### config.mk
export PLATFORM = sky130hd
export DESIGN_NAME = a2p_horner_cell
export DESIGN_NICKNAME = d
export VERILOG_FILES = /design/src/rtl/core/a2p_pkg.sv /design/src/rtl/core/a2p_horner_cell.sv
export SDC_FILE = /design/constraint.sdc
export NUM_CORES = 1
export LEC_CHECK = 0
export BUFFER_PORTS_ARGS = -buffer_cell sky130_fd_sc_hd__buf_2
export CORE_MARGIN = 3
export CORE_UTILIZATION = 63
export DETAILED_ROUTE_END_ITERATION = 8
export GPL_ROUTABILITY_DRIVEN = 1
export PLACE_DENSITY = 0.84
export SLEW_MARGIN = 30
export SYNTH_ARGS = -nofsm -noshare
export SYNTH_HDL_FRONTEND = slang
export SYNTH_SLANG_ARGS = --single-unit
export TNS_END_PERCENT = 1
### constraint.sdc
create_clock -name i_clk -period 11.7 [get_ports i_clk]
set_input_delay 0.585 -clock i_clk [delete_from_list [all_inputs] [get_ports i_clk]]
set_output_delay 0.585 -clock i_clk [all_outputs]
set_load 0.01 [all_outputs]
### src/rtl/core/a2p_pkg.sv
// a2p_pkg: shared constants, types and coefficient table of the atan2 block.
// No dependencies; imported by every module under rtl/core.
`default_nettype none

package a2p_pkg;

    // Coordinate and angle formats
    localparam int COORD_W   = 16;
    localparam int ANGLE_F   = 13;
    localparam int ANGLE_W   = 16;

    // Divider: one quotient bit per cell, quotient is floor(small * 2^17 / big)
    localparam int QUO_W     = 17;
    localparam int DIV_STEPS = QUO_W;

    // Ratio, square and Horner accumulator widths
    localparam int RATIO_W   = 16;
    localparam int SQ_W      = 16;
    localparam int ACC_W     = 19;
    localparam int POLY_W    = 17;
    localparam int HORNER_N  = 6;

    // Base angle and working angle widths
    localparam int BASE_W    = ANGLE_F + 2;
    localparam int WORK_W    = ANGLE_F + 5;

    // Pi with 60 fraction bits, rounded to the angle scale
    localparam logic [63:0] PI_Q60 = 64'h3243F6A8885A308D;
    localparam logic [63:0] PI_Q64 =
        (PI_Q60 + (64'd1 << (59 - ANGLE_F))) >> (60 - ANGLE_F);
    localparam logic [63:0] HALF_PI_Q64 =
        (PI_Q60 + (64'd1 << (60 - ANGLE_F))) >> (61 - ANGLE_F);
    localparam logic [63:0] LIM_HI64 = (PI_Q64 < 64'd32767) ? PI_Q64 : 64'd32767;
    localparam logic [63:0] LIM_LO64 = (PI_Q64 < 64'd32768) ? PI_Q64 : 64'd32768;

    localparam logic signed [WORK_W-1:0] PI_Q      = WORK_W'(PI_Q64);
    localparam logic signed [WORK_W-1:0] HALF_PI_Q = WORK_W'(HALF_PI_Q64);
    localparam logic signed [WORK_W-1:0] LIM_HI    = WORK_W'(LIM_HI64);
    localparam logic signed [WORK_W-1:0] LIM_LO    = -WORK_W'(LIM_LO64);

    // Odd minimax polynomial coefficients, signed Q1.16, highest order first
    localparam logic signed [ACC_W-1:0] POLY_COEF [0:HORNER_N] = '{
        19'sd473, -19'sd2298, 19'sd5353, -19'sd8765,
        19'sd13013, -19'sd21840, 19'sd65536
    };

    // Per-item flags that ride along the pipeline
    typedef struct packed {
        logic zero;   // both coordinates zero
        logic eq;     // equal magnitudes
        logic ybig;   // |y| > |x|, octant reflection
        logic xneg;   // x < 0
        logic yneg;   // y < 0
    } t_side;

endpackage

`default_nettype wire

### src/rtl/core/a2p_horner_cell.sv
// a2p_horner_cell: one Horner step acc = rnd16(acc * s) + c.
// Depends on a2p_pkg.
`default_nettype none

module a2p_horner_cell
    import a2p_pkg::*;
(
    input  wire logic                    i_clk,
    input  wire logic                    i_rst_n,
    input  wire logic                    i_valid,
    output logic                         o_ready,
    input  wire logic signed [ACC_W-1:0] i_acc,
    input  wire logic [SQ_W-1:0]         i_sq,
    input  wire logic [RATIO_W-1:0]      i_ratio,
    input  wire t_side                   i_side,
    input  wire logic signed [ACC_W-1:0] i_coef,
    output logic                         o_valid,
    input  wire logic                    i_ready,
    output logic signed [ACC_W-1:0]      o_acc,
    output logic [SQ_W-1:0]              o_sq,
    output logic [RATIO_W-1:0]           o_ratio,
    output t_side                        o_side
);

    localparam int PROD_W = ACC_W + SQ_W + 1;

    logic                    r_valid;
    logic signed [ACC_W-1:0] r_acc;
    logic [SQ_W-1:0]         r_sq;
    logic [RATIO_W-1:0]      r_ratio;
    t_side                   r_side;

    logic signed [PROD_W-1:0] prod;
    logic signed [PROD_W-1:0] biased;
    logic signed [PROD_W-1:0] rounded;
    logic signed [ACC_W-1:0]  n_acc;
    logic                     adv;

    // Round to nearest, halves away from zero: bias 2^15 up, 2^15-1 when negative
    always_comb begin
        prod    = PROD_W'(i_acc) * $signed({1'b0, i_sq});
        biased  = prod + (prod[PROD_W-1] ? PROD_W'(32767) : PROD_W'(32768));
        rounded = biased >>> 16;
        n_acc   = rounded[ACC_W-1:0] + i_coef;
    end

    assign adv     = !r_valid || i_ready;
    assign o_ready = adv;

    always_ff @(posedge i_clk) begin
        if (!i_rst_n) begin
            r_valid <= 1'b0;
        end else if (adv) begin
            r_valid <= i_valid;
        end
    end

    always_ff @(posedge i_clk) begin
        if (adv && i_valid) begin
            r_acc   <= n_acc;
            r_sq    <= i_sq;
            r_ratio <= i_ratio;
            r_side  <= i_side;
        end
    end

    assign o_valid = r_valid;
    assign o_acc   = r_acc;
    assign o_sq    = r_sq;
    assign o_ratio = r_ratio;
    assign o_side  = r_side;

endmodule

`default_nettype wire
==> flow_summary.ini <==
[routing]
num_vias = 11200
wl_per_cell_um = 16.6
drtIter0Drc = 757
routed_wirelength_um = 33700
vias_per_cell = 5.54
drcViolationCount = 0
drtAntennaViolNets = 0
dr.pass1.iters = 6

[synthesis]
syn_area_mm2 = 0.0151
ys_top_cells_by_area = fa_1 (41%), edfxtp_1 (11%), inv_1 (10%), ha_1 (9.5%), nand2_1 (5.5%)
syn_area_per_cell_um2 = 9.32
ys_ff_latch = 57
synthFlopType = edfxtp_1
synthTopCellsByCount = inv_1 (410), fa_1 (308), nand2_1 (221)
yosysSeqAreaShare_pct = 11.3
synth.distinct_cells = 85
synth_top_area_share_pct = 40.9
yosysMostFrequentCell = inv_1
yosys.area.top_type = fa_1
syn_inst = 1617
synth_async_sr_flop_share_pct = 0
synth_warnings = 0
synth_edf_count = 56
syn_nets = 2119

[setup_path]
crit_cells = 40
crit_end = o_acc[18]
path_class = primary input to flop
r2r-end = o_acc[9]
startpoint_type = primary input
worstPathArrival_ps = 11160
r2r_start = o_valid
worstPathMaxFanout = 20
worstSetupEndpointType = flop
cp_top_family = adder cells
slowest_stage = fa_2
cpMostUsedCell = fa_1
reg2regPathDepth = 3
reg2reg_slack_ps = 9810
worst_ep_required_time_ps = 11780
worstSetupStartpoint = i_sq[2]
worst-path-buf-inv = 5
slowest_delay_ps = 740

[timing]
clock.fmax_mhz = 90.2
max_slew_margin_pct = 51.3
grt_setup_unrepaired = false
setup_viol = 0
fin_crit_ps = 11080
report.final.slew_viol_count = 0
finalSetupTns_ps = 0
period_share_pct = 94.7
fin_ws_ps = 617
fin_worst_skew_ps = 15.7
worst_pin_slew_ps = 721
hold_viol_final = 0

[global_route]
antenna_found_initial = 0
grt_use_met2_pct = 51.8
met3_usage_pct = 2.58
grtUsageTotal_pct = 27.4
grt_pass1_vias = 12400
grt_pass1_wl_um = 57400
grt-busiest-layer = met2
gr-total-overflow = 0
grt_util_met1_pct = 31.7
grt_max_degree = 30

[clock_network]
cts_made_buffers = 9
h-tree-depth = 3
cts_tree = yes
clk_pin_slew_ps = 50
cts_root_buf = clkbuf_16
clk-insertion-delay-late_ps = 340
clock_sinks = 57
clk_path_buf_depth = 2
post_cts_buffers = 0

[floorplanning]
dieArea_mm2 = 0.0258
initial_core_util_pct = 65.4
die_x_um = 161
num_rows = 55
die_h_um = 161
pin_count = 137
core_area_mm2 = 0.0231

[status]
status = finished clean

[finish]
fin_nets = 2212
area_growth_pct = 7.28
antenna_cells = 0
drive_above_1_share_pct = 11.1
fillers = 1682

[place]
port_buffers = 136
dp_slack_ps = 391
routabilityCongestion = 0.919
dp_hpwl_um = 27900

[worst_hold_path]
min_path_type = primary input to flop

[run]
maxCapViolations = 0
how the worst min path moves through the flow:
stage                     startpoint         to  slack [ps]  cells past startpoint
after global routing       i_side[1]  o_side[1]         420                      1
after detailed placement     o_valid    o_valid         540                      2
after global placement       o_valid    o_valid         500                      2
after CTS                  i_side[4]  o_side[4]         410                      1
final                      i_side[4]  o_side[4]         420                      1
after floorplan              o_valid    o_valid         610                      2
state kept, by name, indices dropped and copies added, names as in the netlist:
signal,flops
o_acc,19
o_ratio,16
o_side,5
o_sq,16
o_valid,1
final cells by class:
type | instances | area, um2 | area share [%]
clock buffer | 11 | 233 | 1.44
inverter | 410 | 1540 | 9.52
clock inverter | 5 | 22.5 | 0.139
multi-input combinational | 1095 | 11600 | 71.7
timing repair buffer | 137 | 688 | 4.26
tap | 313 | 392 | 2.42
sequential | 57 | 1700 | 10.5
cells in the final DEF (no fill, tap or decap), drive strengths merged, types with 3 or more instances in the layout:
cell and instances:
xnor2 41, edfxtp 56, o31a 3, xor2 17, a31o 3, nand3b 5, o31ai 4, nor2 31
ha 115, nor3 14, and2 127, o21a 4, nand4 4, a41oi 3, nand3 12, a211oi 6
o2111ai 4, inv 410, o21ai 28, mux2i 4, clkinv 5, fa 308, or3 7, nand2b 10
buf 137, o22ai 3, nand2 221, a21oi 45, a21boi 4, a21o 13, a31oi 9, a211o 3
and3 4, clkbuf 11, o211ai 8, nor2b 3, or2 3
stage by stage:
| stage | std cells | hold WS [ps] | area, um2 | utilization, % |
|---|---|---|---|---|
| final | 2028 | 423 | 16200 | 70.1 |
| after global routing | 2028 | 416 | 16200 | 70.1 |
| after CTS | 2028 | 412 | 16200 | 70.1 |
| after detailed placement | 2012 | 544 | 15900 | 69.0 |
| after global placement | 2012 | 502 | 15900 | 69.0 |
| after floorplan | 1617 | 610 | 15100 | - |
worst reg2reg max path: stages (launching register included):
cell,delay (ps)
dfxtp_1,310
nand2b_1,110
and2_2,630
buf_4,500
what timing repair did:
item,4_1_cts,5_1_grt
hold buffers,0,0
endpoints found under the setup margin,0,1
gates resized for setup,0,1
cell families (layout without fill, tap and decap cells):
family	Yosys count	in the layout	synth area share [%]
mux	5	5	0.340
xor+xnor	59	59	3.57
buf+inv	465	563	11.8
simple gates	450	450	14.7
flops	57	57	11.3
fa+ha+maj	423	423	50.5
compound gates	158	158	7.85
routing by layer:
metal / up-vias / share of wire (%)
met5: - / 0
met3: 95 / 5.3
met1: 5648 / 36
met2: 414 / 55
li1: 5078 / -
met4: 0 / 3.9
Power is left out: the tool's default activity adds up to more than one toggle a clock period on the data nets, which glitch-free logic cannot reach.
