===== src/rtl/core/a2p_pkg.sv =====
// a2p_pkg: shared constants, types and coefficient table of the atan2 block.
// No dependencies; imported by every module under rtl/core.
`default_nettype none

package a2p_pkg;

    // Coordinate and angle formats
    localparam int COORD_W   = 16;
    localparam int ANGLE_F   = 13;
    localparam int ANGLE_W   = 16;

    // Divider: one quotient bit per cell, quotient is floor(small * 2^17 / big)
    localparam int QUO_W     = 17;
    localparam int DIV_STEPS = QUO_W;

    // Ratio, square and Horner accumulator widths
    localparam int RATIO_W   = 16;
    localparam int SQ_W      = 16;
    localparam int ACC_W     = 19;
    localparam int POLY_W    = 17;
    localparam int HORNER_N  = 6;

    // Base angle and working angle widths
    localparam int BASE_W    = ANGLE_F + 2;
    localparam int WORK_W    = ANGLE_F + 5;

    // Pi with 60 fraction bits, rounded to the angle scale
    localparam logic [63:0] PI_Q60 = 64'h3243F6A8885A308D;
    localparam logic [63:0] PI_Q64 =
        (PI_Q60 + (64'd1 << (59 - ANGLE_F))) >> (60 - ANGLE_F);
    localparam logic [63:0] HALF_PI_Q64 =
        (PI_Q60 + (64'd1 << (60 - ANGLE_F))) >> (61 - ANGLE_F);
    localparam logic [63:0] LIM_HI64 = (PI_Q64 < 64'd32767) ? PI_Q64 : 64'd32767;
    localparam logic [63:0] LIM_LO64 = (PI_Q64 < 64'd32768) ? PI_Q64 : 64'd32768;

    localparam logic signed [WORK_W-1:0] PI_Q      = WORK_W'(PI_Q64);
    localparam logic signed [WORK_W-1:0] HALF_PI_Q = WORK_W'(HALF_PI_Q64);
    localparam logic signed [WORK_W-1:0] LIM_HI    = WORK_W'(LIM_HI64);
    localparam logic signed [WORK_W-1:0] LIM_LO    = -WORK_W'(LIM_LO64);

    // Odd minimax polynomial coefficients, signed Q1.16, highest order first
    localparam logic signed [ACC_W-1:0] POLY_COEF [0:HORNER_N] = '{
        19'sd473, -19'sd2298, 19'sd5353, -19'sd8765,
        19'sd13013, -19'sd21840, 19'sd65536
    };

    // Per-item flags that ride along the pipeline
    typedef struct packed {
        logic zero;   // both coordinates zero
        logic eq;     // equal magnitudes
        logic ybig;   // |y| > |x|, octant reflection
        logic xneg;   // x < 0
        logic yneg;   // y < 0
    } t_side;

endpackage

`default_nettype wire


===== src/rtl/core/a2p_div_cell.sv =====
// a2p_div_cell: one restoring-division cell, produces one quotient bit.
// Depends on a2p_pkg.
`default_nettype none

module a2p_div_cell
    import a2p_pkg::*;
(
    input  wire logic               i_clk,
    input  wire logic               i_rst_n,
    input  wire logic               i_valid,
    output logic                    o_ready,
    input  wire logic [COORD_W-1:0] i_rem,
    input  wire logic [COORD_W-1:0] i_big,
    input  wire logic [QUO_W-1:0]   i_quo,
    input  wire t_side              i_side,
    output logic                    o_valid,
    input  wire logic               i_ready,
    output logic [COORD_W-1:0]      o_rem,
    output logic [COORD_W-1:0]      o_big,
    output logic [QUO_W-1:0]        o_quo,
    output t_side                   o_side
);

    logic               r_valid;
    logic [COORD_W-1:0] r_rem;
    logic [COORD_W-1:0] r_big;
    logic [QUO_W-1:0]   r_quo;
    t_side              r_side;

    logic [COORD_W:0]   shifted;
    logic [COORD_W:0]   diff;
    logic               qbit;
    logic               adv;

    // Shift in a zero, trial subtract
    always_comb begin
        shifted = {i_rem, 1'b0};
        diff    = shifted - {1'b0, i_big};
        qbit    = (shifted >= {1'b0, i_big});
    end

    assign adv     = !r_valid || i_ready;
    assign o_ready = adv;

    always_ff @(posedge i_clk) begin
        if (!i_rst_n) begin
            r_valid <= 1'b0;
        end else if (adv) begin
            r_valid <= i_valid;
        end
    end

    // Payload
    always_ff @(posedge i_clk) begin
        if (adv && i_valid) begin
            r_rem  <= qbit ? diff[COORD_W-1:0] : shifted[COORD_W-1:0];
            r_big  <= i_big;
            r_quo  <= {i_quo[QUO_W-2:0], qbit};
            r_side <= i_side;
        end
    end

    assign o_valid = r_valid;
    assign o_rem   = r_rem;
    assign o_big   = r_big;
    assign o_quo   = r_quo;
    assign o_side  = r_side;

endmodule

`default_nettype wire


===== config.mk =====
export PLATFORM = sky130hd
export DESIGN_NAME = a2p_div_cell
export DESIGN_NICKNAME = d
export VERILOG_FILES = /design/src/rtl/core/a2p_pkg.sv /design/src/rtl/core/a2p_div_cell.sv
export SDC_FILE = /design/constraint.sdc
export NUM_CORES = 1
export LEC_CHECK = 0
export BUFFER_PORTS_ARGS = -buffer_cell sky130_fd_sc_hd__buf_4
export CAP_MARGIN = 20
export CORE_AREA = 2 2 78 80
export CTS_CLUSTER_DIAMETER = 40
export CTS_CLUSTER_SIZE = 12
export DETAILED_ROUTE_END_ITERATION = 6
export DIE_AREA = 0 0 80 82
export PLACE_DENSITY = 0.81
export SETUP_SLACK_MARGIN = 0.02
export SLEW_MARGIN = 30
export SYNTH_ARGS = -nofsm -noshare
export SYNTH_HDL_FRONTEND = slang
export SYNTH_SLANG_ARGS = --single-unit

===== constraint.sdc =====
create_clock -name i_clk -period 4.6 [get_ports i_clk]
set_clock_uncertainty 0.15 [all_clocks]
set_input_delay 0.92 -clock i_clk [delete_from_list [all_inputs] [get_ports i_clk]]
set_output_delay 0.92 -clock i_clk [all_outputs]
set_load 0.02 [all_outputs]

==> impl_metrics.sql <==
INSERT INTO impl_metrics (metric_group, metric, value, unit) VALUES
('clock_tree', 'clock_tree.buffer_depth', '2', ''),
('floorplan', 'floorplan.die.height', '82', 'um'),
('clock_tree', 'cts.reportedPaths.clkPinSlew', '90', 'ps'),
('timing', 'fmaxAchievable', '315.8', 'MHz'),
('clock_tree', 'cts_post_setup_buffers_inserted', '0', ''),
('global_route', 'grt_first_pass_wirelength', '9114', 'um'),
('drt', 'initialDrtViolationCount', '122', ''),
('layout', 'final_core_util', '66.29', '%'),
('layout', 'synthToLayoutAreaGrowth', '36.56', '%'),
('logic_synthesis', 'netlist.top_cell.by_area', 'sky130_fd_sc_hd__edfxtp_1', ''),
('logic_synthesis', 'ffs_latches_synth', '55', ''),
('worst_setup_path', 'worst_path_max_fanout', '14', ''),
('power', 'finalPower', '0.001250', 'W'),
('drt', 'met3RoutedLength', '419', 'um'),
('drt', 'finalWirelength', '6146', 'um'),
('drt', 'post_detailed_route_drc_marker_count', '0', ''),
('worst_setup_path', 'critical_path.endpoint_type', 'register', ''),
('drt', 'detail-route-antenna-nets', '0', ''),
('timing', 'timing_hold_violations_final', '0', ''),
('power', 'max-vdd-ir-drop', '0.0001504', 'V'),
('floorplan', 'floorplan.initialDensity', '48.54', '%'),
('layout', 'antenna_diode_count', '0', ''),
('logic_synthesis', 'yosysTopAreaCellShare', '58.14', '%'),
('clock_tree', 'tritoncts', 'done', ''),
('power', 'p_leak', '1.715', 'nW'),
('worst_setup_path', 'cp_data_arrival_time', '3080', 'ps'),
('logic_synthesis', 'yosysUniqueCellTypes', '47', ''),
('floorplan', 'design.portCount', '114', ''),
('clock_tree', 'cts_made_buffers', '5', ''),
('power', 'power_per_cell_area', '328.2', 'mW/mm2'),
('layout', 'final_cells', '405', ''),
('clock_tree', 'postCtsHoldBufs', '0', ''),
('timing', 'report.final.slew_viol_count', '0', ''),
('global_route', 'globalRoute.totalOverflow', '0', ''),
('worst_setup_path', 'timing_worst_setup_path_type', 'in2reg', ''),
('timing', 'worst_hold_slack', '422.7', 'ps'),
('worst_hold_path', 'startpoint_of_the_lowest_slack_hold_path', 'o_valid', ''),
('drt', 'detail_route.wirelength.met1', '2577', 'um'),
('logic_synthesis', 'ys_seq_area_share', '58.86', '%'),
('drt', 'vias', '2083', ''),
('worst_setup_path', 'crit_required', '4510', 'ps'),
('floorplan', 'core_region_area', '0.005746', 'mm2'),
('logic_synthesis', 'netlist_instances', '213', ''),
('global_route', 'antenna_violations_before_repair', '0', ''),
('global_route', 'grt_max_degree', '38', ''),
('job', 'timing.max_cap.violations', '0', ''),
('clock_tree', 'clock-sinks', '55', ''),
('worst_setup_path', 'startpoint_type', 'input pin', ''),
('drt', 'detailedRoute.firstPassIterationCount', '4', ''),
('clock_tree', 'insertion_delay', '290', 'ps'),
('clock_tree', 'ctsResizeCount', '0', ''),
('layout', 'n_fill_cell', '447', ''),
('timing', 'timing.max_slew.rel_slack', '69.49', '%'),
('drt', 'detail_route.vias_per_cell', '5.143', ''),
('global_route', 'first_global_vias', '2015', ''),
('logic_synthesis', 'netlist_area', '0.002789', 'mm2'),
('timing', 'setup_tns', '0', 'ps'),
('floorplan', 'die_x', '80', 'um'),
('place', 'hpwlAfterDp', '4731', 'um'),
('logic_synthesis', 'synthesis.yosys.warnings', '0', ''),
('worst_hold_path', 'min_path_type', 'reg2reg', ''),
('logic_synthesis', 'synth_area_leaders', 'sky130_fd_sc_hd__edfxtp_1 (58%), sky130_fd_sc_hd__ha_1 (7.2%), sky130_fd_sc_hd__inv_1 (3.0%), sky130_fd_sc_hd__mux2_4 (2.7%), sky130_fd_sc_hd__a21oi_1 (2.5%)', ''),
('timing', 'setup_repair_after_global_routing_missed_its_margin', 'no', ''),
('timing', 'tightestPinTransition', '457.6', 'ps'),
('clock_tree', 'cts_root_buffer', 'sky130_fd_sc_hd__clkbuf_8', ''),
('run_status', 'status', 'complete, no violations', ''),
('global_route', 'total_track_usage', '18.06', '%'),
('clock_tree', 'clock_tree.htree_level_count', '2', ''),
('place', 'port_buffers', '112', ''),
('floorplan', 'number_of_placement_rows', '28', ''),
('layout', 'post_route_cells_drive_above_1_share', '42.12', '%');
## placed cells by master, fill, tap and decap left out, types with 2 or more instances in the layout
cell	netlist	final
sky130_fd_sc_hd__a21boi_0	2	2
sky130_fd_sc_hd__a21o_1	9	9
sky130_fd_sc_hd__a21oi_1	14	14
sky130_fd_sc_hd__a21oi_2	2	2
sky130_fd_sc_hd__and3_1	2	2
sky130_fd_sc_hd__buf_4	0	115
sky130_fd_sc_hd__clkbuf_8	0	5
sky130_fd_sc_hd__edfxtp_1	54	54
sky130_fd_sc_hd__ha_1	16	16
sky130_fd_sc_hd__inv_1	22	22
sky130_fd_sc_hd__mux2_4	5	5
sky130_fd_sc_hd__nand2_1	7	7
sky130_fd_sc_hd__nand2b_1	2	2
sky130_fd_sc_hd__nand3_1	2	2
sky130_fd_sc_hd__nor2_1	17	17
sky130_fd_sc_hd__nor2b_1	3	3
sky130_fd_sc_hd__nor3_1	5	5
sky130_fd_sc_hd__o211ai_2	2	2
sky130_fd_sc_hd__o21a_1	2	2
sky130_fd_sc_hd__o21ai_0	4	4
sky130_fd_sc_hd__o21ai_1	2	2
sky130_fd_sc_hd__xnor2_1	6	6
sky130_fd_sc_hd__xor2_1	5	5
## cell families (layout without fill, tap and decap cells)
group                    Yosys count  count (layout)  share of synthesized area, %
multiplexers                       6               6                         3.051
flip-flops                        55              55                         58.86
buffers and inverters             28             145                         4.710
adder cells (fa/ha/maj)           17              17                         7.896
AND/OR/NAND/NOR                   45              45                         7.717
XOR/XNOR                          11              11                         3.454
AO/OA/AOI/OAI                     51              51                         14.31
## per-layer routing
layer,up-vias,global-route usage (%)
li1,1013,-
met5,-,0
met3,2,3.516
met1,984,21.79
met4,0,6.441
met2,84,32.25
## state kept, by name, summed over array words and instances (netlist names)
signal and flops:
o_side 5, o_rem 16, o_big 16, o_valid 1
o_quo 17
## critical path, stage by stage
cell and delay, ps:
sky130_fd_sc_hd__buf_4 120, sky130_fd_sc_hd__ha_1 300, sky130_fd_sc_hd__nor2b_1 150, sky130_fd_sc_hd__o211ai_2 190, sky130_fd_sc_hd__a31oi_2 140, sky130_fd_sc_hd__o21a_1 220, sky130_fd_sc_hd__a221o_1 470, sky130_fd_sc_hd__buf_4 240
sky130_fd_sc_hd__mux2_4 300
## where the power goes
| part | switching (W) | internal, W | leakage (nW) |
|---|---|---|---|
| clock network | 0.000153 | 0.000163 | 0.0514 |
| logic | 0.000170 | 0.000153 | 1.13 |
| registers | 0.0000108 | 0.000601 | 0.529 |
## area by class of cell
| type | count | area (um2) | area share [%] |
|---|---|---|---|
| Inverter | 22 | 82.58 | 2.168 |
| Timing Repair Buffer | 115 | 863.3 | 22.67 |
| Sequential cell | 55 | 1642 | 43.10 |
| Clock inverter | 2 | 37.54 | 0.9855 |
| Multi-Input combinational cell | 130 | 1017 | 26.71 |
| Clock buffer | 6 | 72.57 | 1.905 |
| Tap cell | 75 | 93.84 | 2.464 |
## cell usage after synthesis (all sizes together)
master   number
o41ai         1
or3           1
a21o          9
o41a          1
o21a          2
a31oi         2
mux2i         1
o311ai        1
xor2          5
nand2b        2
nor2b         3
a21oi        16
nand2         7
mux2          5
nor3          5
dfxtp         1
a41oi         1
nand3         2
nand4b        1
fa            1
edfxtp       54
buf           3
a311oi        1
xnor2         6
o211ai        3
or2           1
a21boi        2
nor4          1
ha           16
nand4         1
a221o         1
a2111oi       1
a211oi        1
nor2         17
o21bai        1
clkbuf        3
and2          2
and3          2
inv          22
o22ai         1
o21ai         7
## per-stage QoR
stage,instance area [um2],worst slack [ps]
final,3809,1434
after global placement,3699,1153
after CTS,3809,1444
after detailed placement,3699,1108
after floorplan,2789,1535
after global routing,3809,1289
## final timing paths
kind | endpoint | slack (ps) | depth (start not counted)
min | o_valid | 420 | 2
max reg2reg | o_quo[7] | 2690 | 3
min reg2reg | o_valid | 420 | 2
max | o_rem[8] | 1430 | 9
No activity file was read; power rests on OpenSTA's default activity.
